## src/hw/rtl/srlc_pkg.sv

```systemverilog
package srlc_pkg;

	// Character codes the checker looks for
	localparam logic [7:0] CH_PLUS  = 8'h2B;
	localparam logic [7:0] CH_MINUS = 8'h2D;
	localparam logic [7:0] CH_EXP   = 8'h45;
	localparam logic [7:0] CH_DOT   = 8'h2E;
	localparam logic [7:0] CH_ZERO  = 8'h30;
	localparam logic [7:0] CH_NINE  = 8'h39;

	// Status codes
	localparam logic [1:0] STATUS_OK       = 2'd0;
	localparam logic [1:0] STATUS_INVALID  = 2'd1;
	localparam logic [1:0] STATUS_TOO_LONG = 2'd2;

	// Limits of the saturating counters
	localparam logic [1:0] SMALL_CNT_TOP = 2'd2;
	localparam logic [5:0] MANT_CNT_TOP  = 6'd63;

	// Register reset value
	localparam logic [5:0] MAX_MANT_RESET = 6'd30;

	// Per-literal scan state
	typedef struct packed {
		logic       in_body;
		logic       sign_missing;
		logic [7:0] prev_char;
		logic [1:0] exp_marks;
		logic [1:0] dot_count;
		logic [5:0] mantissa_digits;
		logic [1:0] exp_chars;
		logic       body_error;
	} lit_state_t;

endpackage

```

## src/hw/rtl/srlc_step.sv

```systemverilog
module srlc_step
	import srlc_pkg::*;
(
	input  lit_state_t cur,
	input  logic [7:0] ch,
	input  logic       is_last,
	input  logic [5:0] max_mantissa_digits,
	output lit_state_t nxt,
	output logic [1:0] status
);

	lit_state_t upd;
	logic       is_digit;
	logic       is_sign;

	assign is_digit = (ch >= CH_ZERO) && (ch <= CH_NINE);
	assign is_sign  = (ch == CH_PLUS) || (ch == CH_MINUS);

	// Advance the scan state by one character
	always_comb begin
		upd = cur;
		if (!cur.in_body) begin
			if (!is_sign) begin
				upd.sign_missing = 1'b1;
			end
			upd.in_body = 1'b1;
		end else if (!cur.sign_missing && !cur.body_error) begin
			priority if (ch == CH_EXP) begin
				if (cur.exp_marks != SMALL_CNT_TOP) begin
					upd.exp_marks = cur.exp_marks + 2'd1;
				end
			end else if (ch == CH_DOT && cur.exp_marks != 2'd0) begin
				upd.body_error = 1'b1;
			end else if (ch == CH_DOT) begin
				if (cur.dot_count != SMALL_CNT_TOP) begin
					upd.dot_count = cur.dot_count + 2'd1;
				end
			end else if (is_sign && cur.prev_char != CH_EXP && !is_last) begin
				upd.body_error = 1'b1;
			end else if (!is_digit && !is_sign) begin
				upd.body_error = 1'b1;
			end else if (cur.exp_marks == 2'd0 && is_digit) begin
				if (cur.mantissa_digits != MANT_CNT_TOP) begin
					upd.mantissa_digits = cur.mantissa_digits + 6'd1;
				end
			end else if (cur.exp_marks == 2'd1) begin
				if (cur.exp_chars != SMALL_CNT_TOP) begin
					upd.exp_chars = cur.exp_chars + 2'd1;
				end
			end else begin
				upd = upd;
			end
		end
		upd.prev_char = ch;
	end

	// Grade the literal, first match wins
	always_comb begin
		priority if (upd.mantissa_digits == 6'd0 && upd.dot_count != 2'd0) begin
			status = STATUS_INVALID;
		end else if (upd.dot_count == 2'd0 && upd.mantissa_digits == 6'd0 &&
				upd.exp_chars <= 2'd1) begin
			status = STATUS_INVALID;
		end else if (upd.dot_count > 2'd1 || upd.exp_marks > 2'd1) begin
			status = STATUS_INVALID;
		end else if (upd.mantissa_digits > max_mantissa_digits) begin
			status = STATUS_TOO_LONG;
		end else if (upd.sign_missing || upd.body_error) begin
			status = STATUS_INVALID;
		end else begin
			status = STATUS_OK;
		end
	end

	// Drop the state once the literal ends
	assign nxt = is_last ? lit_state_t'('0) : upd;

endmodule

```

## src/hw/rtl/signed_real_literal_checker_core.sv

```systemverilog
// Signed real-literal checker.
// Input channel (in_valid/in_ready, ch, is_last) takes one character per
// request; the first character of a literal is its sign, and is_last marks
// the final one. Output channel (out_valid/out_ready, status) gives one
// status request per literal, on its last character: 0 ok, 1 invalid,
// 2 too many mantissa digits. Characters without is_last give no output.
// Configuration: cfg_we writes cfg_wdata into max_mantissa_digits at the
// clock edge; write it only while no literal is in flight.
// Timing: a character is registered at acceptance and, once the output
// register is free, graded into it, so status is presented from the output
// register. One character per cycle is sustained while out_ready keeps
// up; the single input and single output register set that rate.
// When out_ready is low with a status waiting, the input register may
// still fill, and in_ready drops only while both registers are held.
// Reset (arst_n low) clears the scan state, empties both registers and
// sets max_mantissa_digits to 30.
module signed_real_literal_checker_core
	import srlc_pkg::*;
(
	input  logic       clk,
	input  logic       arst_n,
	input  logic       in_valid,
	output logic       in_ready,
	input  logic [7:0] ch,
	input  logic       is_last,
	output logic       out_valid,
	input  logic       out_ready,
	output logic [1:0] status,
	input  logic       cfg_we,
	input  logic [5:0] cfg_wdata
);

	logic [5:0] max_mant_q;
	lit_state_t state_q;
	lit_state_t state_nxt;
	logic       valid_s1;
	logic [7:0] ch_s1;
	logic       last_s1;
	logic       out_valid_q;
	logic [1:0] status_q;
	logic [1:0] status_nxt;
	logic       adv_s1;

	assign adv_s1   = valid_s1 && (!out_valid_q || out_ready);
	assign in_ready = !valid_s1 || adv_s1;

	// Hold the mantissa limit register
	always_ff @(posedge clk or negedge arst_n) begin
		if (!arst_n) begin
			max_mant_q <= MAX_MANT_RESET;
		end else if (cfg_we) begin
			max_mant_q <= cfg_wdata;
		end
	end

	// Capture the incoming character
	always_ff @(posedge clk or negedge arst_n) begin
		if (!arst_n) begin
			valid_s1 <= 1'b0;
		end else if (in_ready) begin
			valid_s1 <= in_valid;
		end
	end

	always_ff @(posedge clk) begin
		if (in_valid && in_ready) begin
			ch_s1   <= ch;
			last_s1 <= is_last;
		end
	end

	srlc_step u_step (
		.cur                 (state_q),
		.ch                  (ch_s1),
		.is_last             (last_s1),
		.max_mantissa_digits (max_mant_q),
		.nxt                 (state_nxt),
		.status              (status_nxt)
	);

	// Advance the scan state
	always_ff @(posedge clk or negedge arst_n) begin
		if (!arst_n) begin
			state_q <= '0;
		end else if (adv_s1) begin
			state_q <= state_nxt;
		end
	end

	// Load or release the status register
	always_ff @(posedge clk or negedge arst_n) begin
		if (!arst_n) begin
			out_valid_q <= 1'b0;
		end else if (adv_s1) begin
			out_valid_q <= last_s1;
		end else if (out_ready) begin
			out_valid_q <= 1'b0;
		end
	end

	always_ff @(posedge clk) begin
		if (adv_s1 && last_s1) begin
			status_q <= status_nxt;
		end
	end

	assign out_valid = out_valid_q;
	assign status    = status_q;

	// Checks
	a_status_code: assert property (@(posedge clk) disable iff (!arst_n)
		out_valid_q |-> (status_q == STATUS_OK || status_q == STATUS_INVALID ||
			status_q == STATUS_TOO_LONG))
		else $error("status code out of range");

	a_stall_full: assert property (@(posedge clk) disable iff (!arst_n)
		!in_ready |-> (valid_s1 && out_valid_q && !out_ready))
		else $error("input stalled without both registers held");

	a_last_gives_status: assert property (@(posedge clk) disable iff (!arst_n)
		(adv_s1 && last_s1) |=> out_valid_q)
		else $error("last character gave no status");

	a_last_clears: assert property (@(posedge clk) disable iff (!arst_n)
		(adv_s1 && last_s1) |=> (state_q == lit_state_t'('0)))
		else $error("scan state not cleared after literal");

endmodule

```

## config.mk

```make
export PLATFORM = sky130hd
export DESIGN_NAME = signed_real_literal_checker_core
export DESIGN_NICKNAME = d
export VERILOG_FILES = /design/src/hw/rtl/srlc_pkg.sv /design/src/hw/rtl/srlc_step.sv /design/src/hw/rtl/signed_real_literal_checker_core.sv
export SDC_FILE = /design/constraint.sdc
export NUM_CORES = 1
export LEC_CHECK = 0
export ABC_AREA = 1
export BUFFER_PORTS_ARGS = -buffer_cell sky130_fd_sc_hd__buf_2
export CORE_MARGIN = 8
export CORE_UTILIZATION = 25
export CTS_CLUSTER_SIZE = 8
export DETAILED_ROUTE_END_ITERATION = 10
export PLACE_DENSITY = 0.42
export SETUP_SLACK_MARGIN = 0.02
export SYNTH_ARGS = -nofsm -noshare
export SYNTH_HDL_FRONTEND = slang
export SYNTH_SLANG_ARGS = --single-unit
```

## constraint.sdc

```tcl
create_clock -name clk -period 2.3 [get_ports clk]
set_clock_uncertainty 0.15 [all_clocks]
set_input_delay 0.46 -clock clk [delete_from_list [all_inputs] [get_ports clk]]
set_output_delay 0.46 -clock clk [all_outputs]
set_load 0.05 [all_outputs]
```

==> results of run 1 <==
[area by class of cell]
type | count | share of cell area (%)
inverters | 51 | 5.81
multi-input cells | 194 | 37.3
clock buffers | 6 | 2.17
well taps | 111 | 4.16
clock inverters | 2 | 1.12
flip-flops and latches | 42 | 33.3
repair buffers | 78 | 16.1
[stage by stage]
step | hold WS, ns | setup TNS (ns)
floorplan | 0.0144 | -0.0475
global placement | 0.322 | -0.382
detailed placement | 0.330 | -0.406
CTS | 0.112 | -0.323
global route | 0.130 | -0.654
finish | 0.0788 | -0.330
[worst max path at each step]
stage,slack (ns),start,depth (start not counted),end
4_1_cts,-0.20,ch_s1[1],13,status[0]
2_1_floorplan,-0.05,state_q[3],16,status[0]
6_report,-0.22,ch_s1[1],15,status[0]
5_1_grt,-0.38,ch_s1[2],15,status[0]
3_3_place_gp,-0.23,ch_s1[1],13,status[0]
3_5_place_dp,-0.25,ch_s1[1],13,status[0]
[power breakdown]
part           total, mW  internal (mW)  switching, mW  leakage [nW]
combinational      0.461          0.200          0.262          1.04
sequential         0.873          0.835         0.0379         0.503
clock              0.597          0.324          0.272        0.0514
[kinds of logic after synthesis]
group,count (synthesis)
AO/OA/AOI/OAI,46
adder cells (fa/ha/maj),12
buffers and inverters,55
flip-flops,42
multiplexers,1
AND/OR/NAND/NOR,135
[placed cells by master, fill, tap and decap left out, types with 4 or more instances in the layout]
| cell | instances |
|---|---|
| nor2_4 | 7 |
| nor2_2 | 6 |
| o21ai_0 | 20 |
| ha_1 | 6 |
| inv_2 | 11 |
| nand2_1 | 71 |
| buf_2 | 23 |
| ha_4 | 5 |
| inv_1 | 38 |
| dfstp_2 | 4 |
| buf_4 | 52 |
| nand3_1 | 11 |
| a21oi_1 | 5 |
| nand2_4 | 7 |
| dfrtp_1 | 27 |
| edfxtp_1 | 11 |
| o22ai_1 | 11 |
| nor2_1 | 21 |
| clkbuf_8 | 5 |
[what timing repair did]
item / CTS / global route
pin swaps: 18 / 27
resized for setup: 14 / 35
endpoints found under the setup margin: 2 / 2
buffers inserted: 7 / 8
[layer usage]
layer,global-route usage (%),wire length [um],vias to the layer above
met5,0,0,-
met4,2.43,44,0
met3,2.79,223,5
met2,16.5,2930,32
met1,11.4,2720,948
li1,-,-,1094
[sequential cells by signal, indices dropped and copies added, names as in the netlist]
| register | count |
|---|---|
| max_mant_q | 6 |
| ch_s1 | 8 |
| out_valid | 1 |
| state_q | 23 |
| valid_s1 | 1 |
| last_s1 | 1 |
| status | 2 |
==> results.ini, run 1 <==
[outcome]
status=finished with violations
violations=negative setup slack

[die]
fp.dieW_um=112
coreArea_um2=9110
dieArea_um2=12600
die_h_um=112
start_util_pct=25.5
ioPinCount=24
rows=35

[final_layout]
regArea_um2=1110
diodes=0
final_util_pct=36.7
area_delta_synth_final_pct=43.9
drive_above_1_share_pct=38.9
final_nets=404
final_cell_area_um2=3340
n_fill_cell=970
final_cells=484
multi_input_area_um2=1250

[yosys]
synth_compound_area_share_pct=11.2
synth_top_area_share_pct=29.1
synth_xor_area_share_pct=0
mappedNetlistNets=323
ys_warn_count=0
synthArstFlopShare_pct=73.8
synth.area.mux_share_pct=0.485
yosys-top-cells-count=nand2_1, inv_1, nor2_1, dfrtp_1, o21ai_0
syn-cell-area_um2=2320
synth_seq_cells=42
synth-simple-area-share_pct=25.1
synth_edf_count=11
synth_adder_area_share_pct=6.47
synth.area.top_cells=dfrtp_1, edfxtp_1, nand2_1
netlist_instances=291
ys_types=28
avgSynthCellArea_um2=7.98
synth_top_area_cell=dfrtp_1
yosysMostFrequentCell=nand2_1
synthFlopType=dfrtp_1
ys_seq_area_share_pct=47.9
synth_top_family_by_area=simple AND/OR/NAND/NOR gates

[power]
power.density_nw_per_um2=578
peakVddDrop_mv=0.235
p_leak_nw=1.60
total_power_mw=1.93

[drt]
via_count=2079
remaining_drc_errors=0
wl_per_cell_um=12.2
dr.pass1.iters=4
drt-initial-drc-count=47
drt-total-wl_um=5920
vias_per_cell=4.30
route.antenna.remaining_nets=0

[critical_path]
crit_slowest_cell=edfxtp_1
worst-path-buf-inv=3
cpLargestDelayFamily=compound AO/OA/AOI/OAI gates
reg2regPathDepth=15
cp.arrival_ns=2.42
cp.required_ns=2.21
worstSetupPathType=flop to flop
r2r_setup_slack_ns=-0.22
crit_chain=nand2_1 -> nor2_2 -> nand2_4 -> inv_4 -> nor2_4 -> nand3_4 -> o21ai_4 -> inv_2 -> ha_4 -> inv_1 -> o21bai_1 -> a21oi_2 -> a32o_2 -> nand2_1 -> nand2_1
critPathMaxStageDelay_ns=0.49
crit_path_start_kind=flop
path_max_fanout=4
path_common_cell=nand2_1
endpoint_kind=flop
r2r-end=status[0]
r2r_start=ch_s1[1]

[grt]
grt_pass1_wl_um=9720
antenna_found_initial=0
first_global_vias=2095
grt_usage_pct=9.60
grt_overflow=0
grt_max_degree=32

[clocking]
cts_root_buf=clkbuf_8
holdBufCountCts=0
cts_made_buffers=5
cts_tree=done
h-tree-depth=2
insertion_delay_ns=0.30
cts.sinks=42
clk_pin_slew_ns=0.09
cts.path.max_buffers=2

[sta]
max_freq_mhz=397
fin_crit_sh_pct=109
fin_ws_ns=-0.216
timing.final.max_slew_violations=0
hold_violations=0
rsz0062_at_grt=yes
min_period_ns=2.52
max_slew_margin_pct=49.0
setup_viol_count_final=2
worst_pin_slew_ns=0.765

[place]
hpwlAfterDp_um=4420
pre_cts_ws_ns=-0.249
place_congestion=0.807
port_buffers=23
place_area_um2=2910
dp.cells=461

[hold_path]
hp-class=primary input to async pin

[job]
drv_cap=0

Note: power is estimated with default switching activity, not from simulation.
==> inputs of run 2 (changes only) <==
- ABC_AREA: 1 -> 0
==> results.ini, run 2 <==
[outcome]
status=finished with violations
violations=negative setup slack

[sta]
worst_pin_slew_ns=0.738
max_freq_mhz=359
setup_viol_count_final=2
max_slew_margin_pct=50.8
fin_ws_ns=-0.489
rsz0062_at_grt=yes
whs_ns=0.0647
timing.final.max_slew_violations=0
fin_crit_sh_pct=121
min_period_ns=2.79
hold_violations=0

[yosys]
ys_seq_area_share_pct=47.5
ys_types=60
ys_warn_count=0
synthArstFlopShare_pct=73.8
yosysMostFrequentCell=nand2_1
avgSynthCellArea_um2=10.6
synth_top_area_cell=dfrtp_1
netlist_instances=221
synth.area.top_cells=dfrtp_1, edfxtp_1, ha_1
synthFlopType=dfrtp_1
synth_seq_cells=42
mappedNetlistNets=253
synth_top_area_share_pct=28.9
yosys-top-cells-count=nand2_1, dfrtp_1, inv_1, ha_1
syn-cell-area_um2=2340
synth_edf_count=11

[place]
port_buffers=23
hpwlAfterDp_um=4510
pre_cts_ws_ns=-0.488
place_congestion=0.756

[job]
drv_cap=0

[grt]
grt_pass1_wl_um=9370
grt_max_degree=32
grt_usage_pct=9.30
first_global_vias=1991
antenna_found_initial=0
grt_overflow=0

[die]
rows=35
dieArea_um2=12700
ioPinCount=24
start_util_pct=25.5
coreArea_um2=9150
fp.dieW_um=113
die_h_um=113

[clocking]
holdBufCountCts=0
h-tree-depth=2
clk_pin_slew_ns=0.09
cts_made_buffers=5
cts.path.max_buffers=2
cts_root_buf=clkbuf_8
insertion_delay_ns=0.30
cts.sinks=42
cts_tree=done

[final_layout]
area_delta_synth_final_pct=34.9
diodes=0
largest_register_ffs=23
largestRegisters=state_q x23, ch_s1 x8, max_mant_q x6
final_cell_mix=buf_4, nand2_1, dfrtp_1
drive_above_1_share_pct=39.3
layout_commonest_cell=buf_4
top_register=state_q
final_nets=329

[critical_path]
worstSetupPathType=flop to flop
cp.required_ns=2.20
endpoint_kind=flop
cp.arrival_ns=2.69
path_max_fanout=2
crit_path_start_kind=flop

[drt]
drt-initial-drc-count=49
remaining_drc_errors=0
dr.pass1.iters=4
drt-total-wl_um=5740
route.antenna.remaining_nets=0
wl_per_cell_um=14.0
via_count=1893
vias_per_cell=4.63

[power]
power.density_nw_per_um2=692
peakVddDrop_mv=0.293
p_leak_nw=1.50

[hold_path]
hp-class=primary input to async pin

-- run 2: changes by cell type in the layout (fill, tap and decap cells not counted), moves of 6 or more --
cell and delta:
o21ai_0 -12, nor2_4 -7, nor2_1 -13, inv_1 -23, o22ai_1 -8, nand3b_1 +9, nor2_2 -6, nand2_4 -7
nand2_1 -43, a22o_1 +7, nand3_1 -8, inv_2 -11
-- run 2: per-stage QoR --
step | TNS, ns | utilization (%) | cell area [um2] | cells | power (mW)
2_1_floorplan | -0.928 | - | 2350 | 221 | 1.25
3_3_place_gp | -0.823 | 32.2 | 2950 | 397 | 1.45
3_5_place_dp | -0.941 | 32.2 | 2950 | 397 | 1.46
4_1_cts | -0.951 | 34.0 | 3110 | 408 | 2.20
5_1_grt | -1.11 | 34.4 | 3150 | 409 | 2.31
6_report | -0.908 | 34.4 | 3150 | 409 | 2.18
-- run 2: power by group --
group	leakage, nW	internal (mW)	total (mW)	switching, mW
sequential	0.499	0.857	0.899	0.0425
combinational	0.931	0.274	0.559	0.284
clock	0.0683	0.435	0.724	0.288
-- run 2: worst max-delay path, stage by stage (launching register included) --
cell and delay (ns):
dfrtp_1 0.42, nor3b_4 0.24, and4_4 0.26, and2_4 0.15
mux2_4 0.31, ha_4 0.22, nor2b_4 0.12, o21a_1 0.17
o21a_1 0.18, o21ai_2 0.12, a21oi_2 0.08, a21boi_1 0.13
-- run 2: kinds of logic after synthesis --
logic type	count (synthesis)	synth area share, %
buf+inv	24	4.28
mux	4	1.98
xor+xnor	3	1.45
compound gates	52	15.9
fa+ha+maj	12	6.42
flops	42	47.5
simple gates	84	22.4
-- run 2: worst paths after layout --
kind                                   from     endpoint  slack, ns  cells past startpoint
worst max-delay path            state_q[21]    status[1]      -0.49                     11
min in group clk                      ch[5]     ch_s1[5]       0.18                      1
worst max register to register  state_q[21]    status[1]      -0.49                     11
max in group asynchronous            arst_n   state_q[9]       1.46                      1
worst min-delay path                 arst_n   state_q[5]       0.06                      1
worst min register to register  state_q[19]  state_q[19]       0.33                      2
-- run 2: layout make-up --
class / instances / area (um2)
Clock buffer: 5 / 68.8
Clock inverter: 3 / 68.8
Fill cell: 921 / 6000
Inverter: 15 / 56.3
Multi-Input combinational cell: 155 / 1180
Sequential cell: 42 / 1110
Tap cell: 111 / 139
Timing Repair Buffer: 78 / 528
-- run 2: repair_timing --
| item | 4_1_cts | 5_1_grt |
|---|---|---|
| gates resized for setup | 0 | 10 |
| setup buffers | 3 | 1 |
| cloned | 0 | 0 |
| pin swaps | 2 | 5 |
| endpoints found under the setup margin | 2 | 3 |
-- run 2: per-layer routing --
| metal | part of all wire [%] | GRT usage, % | up-vias |
|---|---|---|---|
| li1 | - | - | 954 |
| met1 | 45 | 10.2 | 893 |
| met2 | 49 | 16.4 | 33 |
| met3 | 3.3 | 2.18 | 13 |
| met4 | 2.8 | 4.68 | 0 |
| met5 | 0 | 0 | - |
==> inputs of run 3 (changes only) <==
- CORE_UTILIZATION: 25 -> 53
- PLACE_DENSITY: 0.42 -> 0.75
- SYNTH_HIERARCHICAL: unset -> 1
==> results.ini, run 3 <==
[outcome]
status=finished with violations
violations=negative setup slack

[clocking]
insertion_delay_ns=0.28
cts_root_buf=clkbuf_8
cts_tree=done
holdBufCountCts=0
h-tree-depth=2
clk_pin_slew_ns=0.08
cts_made_buffers=5
cts.path.max_buffers=2
cts.sinks=42

[die]
start_util_pct=54.9
dieArea_um2=7390
fp.dieW_um=86.0
rows=25
die_h_um=86.0
ioPinCount=24
coreArea_um2=4720

[critical_path]
cp.arrival_ns=2.72
worstSetupPathType=flop to flop
critPathMaxStageDelay_ns=0.40
r2r_setup_slack_ns=-0.53
crit_chain=nor3b_2 -> buf_4 -> nand4_4 -> a31oi_4 -> mux2_4 -> ha_4 -> nor2b_4 -> o21a_1 -> o211ai_1 -> a21o_1 -> a21oi_1 -> o21ai_1
r2r-end=status[0]
endpoint_kind=flop
crit_path_start_kind=flop
setup.worst_path.start=state_q[21]
r2r_start=state_q[21]
cp.required_ns=2.19
path_max_fanout=3
reg2regPathDepth=12
crit_slowest_cell=dfrtp_1

[sta]
fin_crit_sh_pct=123
min_period_ns=2.83
hold_violations=0
max_freq_mhz=353
timing.final.max_slew_violations=0
rsz0062_at_grt=yes
fin_ws_ns=-0.531
worst_pin_slew_ns=0.732
setup_viol_count_final=5
max_slew_margin_pct=51.2

[yosys]
avgSynthCellArea_um2=11.8
synth_compound_area_share_pct=6.90
yosysMostFrequentCell=dfrtp_1
netlist_instances=220
synth.area.top_cells=dfrtp_1, edfxtp_1, mux2_4
ys_seq_area_share_pct=42.8
ys_warn_count=6
synth_adder_area_share_pct=5.79
synth_top_area_share_pct=26.0
ys_types=53
synth_top_area_cell=dfrtp_1
synth_edf_count=11
yosys-top-cells-count=dfrtp_1, mux2_4, nor2_1, inv_1, ha_1
synthFlopType=dfrtp_1
mappedNetlistNets=252
synth.area.mux_share_pct=19.4
syn-cell-area_um2=2590
synth_xor_area_share_pct=1.01
synth_top_family_by_area=simple AND/OR/NAND/NOR gates
synth-simple-area-share_pct=19.9
synth_seq_cells=42
synthArstFlopShare_pct=73.8

[final_layout]
area_delta_synth_final_pct=27.4
top_register=state_q
final_cell_mix=buf_4, dfrtp_1, buf_2
n_fill_cell=333
regArea_um2=1110
largest_register_ffs=23
layout_commonest_cell=buf_4
final_nets=320
final_cell_area_um2=3300
drive_above_1_share_pct=46.0
multi_input_area_um2=1470
diodes=0
largestRegisters=state_q x23, ch_s1 x8, max_mant_q x6

[drt]
vias_per_cell=5.37
drt-initial-drc-count=95
dr.pass1.iters=4
drt-total-wl_um=5830
route.antenna.remaining_nets=0
via_count=1912
remaining_drc_errors=0
wl_per_cell_um=16.4

[grt]
antenna_found_initial=0
grt_usage_pct=15.2
grt_overflow=0
grt_max_degree=32
first_global_vias=1972
grt_pass1_wl_um=8900

[place]
place_congestion=0.868
hpwlAfterDp_um=3960
place_area_um2=3040
port_buffers=23

[job]
drv_cap=0

[power]
power.density_nw_per_um2=567
total_power_mw=1.87
peakVddDrop_mv=0.409
p_leak_nw=1.48

[hold_path]
hp-class=primary input to async pin

-- run 3: cell count changes after synthesis, sizes merged, moves of 6 or more --
cell    before  now
a22o         7    0
o21ai       10    4
nand3b       9    3
mux2i        2    8
nor2         8   19
nor2b        1    9
nand2       28   10
mux2         2   31
-- run 3: where the power goes --
part | internal [mW] | switching [mW] | total (mW) | leakage [nW]
clock network | 0.354 | 0.253 | 0.607 | 0.0585
logic | 0.207 | 0.188 | 0.395 | 0.923
registers | 0.832 | 0.0386 | 0.870 | 0.500
total | 1.39 | 0.480 | 1.87 | 1.48
-- run 3: cell families after synthesis --
family | count (synthesis)
xor+xnor | 3
flops | 42
mux | 39
compound gates | 25
simple gates | 79
buf+inv | 20
fa+ha+maj | 12
-- run 3: layout make-up --
type	instances	area share (%)
Clock buffer	7	2.61
Clock inverter	1	0.909
Inverter	15	1.70
Multi-Input combinational cell	158	44.4
Sequential cell	42	33.6
Tap cell	67	2.54
Timing Repair Buffer	66	14.2
-- run 3: metrics by stage --
step	util [%]	instances	TNS, ns	worst slack (ns)	hold WS [ns]
after global placement	64.3	342	-0.808	-0.395	0.341
after global routing	69.9	356	-1.99	-0.618	0.130
after CTS	68.0	353	-0.929	-0.472	0.0885
after floorplan	-	220	-0.855	-0.437	0.0144
after detailed placement	64.3	342	-1.02	-0.509	0.342
final	69.9	356	-1.37	-0.531	0.0755
-- run 3: worst max-delay path by stage --
stage | depth (start not counted) | end
after CTS | 12 | status[0]
after floorplan | 11 | status[0]
after detailed placement | 11 | status[0]
final | 12 | status[0]
after global routing | 12 | status[0]
after global placement | 11 | status[0]
-- run 3: layer usage --
layer | vias to the layer above | wire, um | global-route usage [%]
met5 | - | 0 | 0
met4 | 0 | 71 | 4.14
met3 | 8 | 233 | 3.63
met2 | 45 | 2950 | 25.8
met1 | 938 | 2580 | 18.4
li1 | 921 | - | -
-- run 3: critical path: cells and delay by family, from the launching register on --
kind                       cells  cell delay [ns]
and+or+nand+nor                3             0.47
DFF                            1             0.40
AOI/OAI and AO/OA              6             0.79
muxes                          1             0.35
buffers and inverters          1             0.16
adders and majority gates      1             0.28
-- run 3: timing repair --
item                       CTS  global route
setup buffers                3             7
setup endpoints to repair    6             9
resized for setup            8            16
pin swaps                    5            10
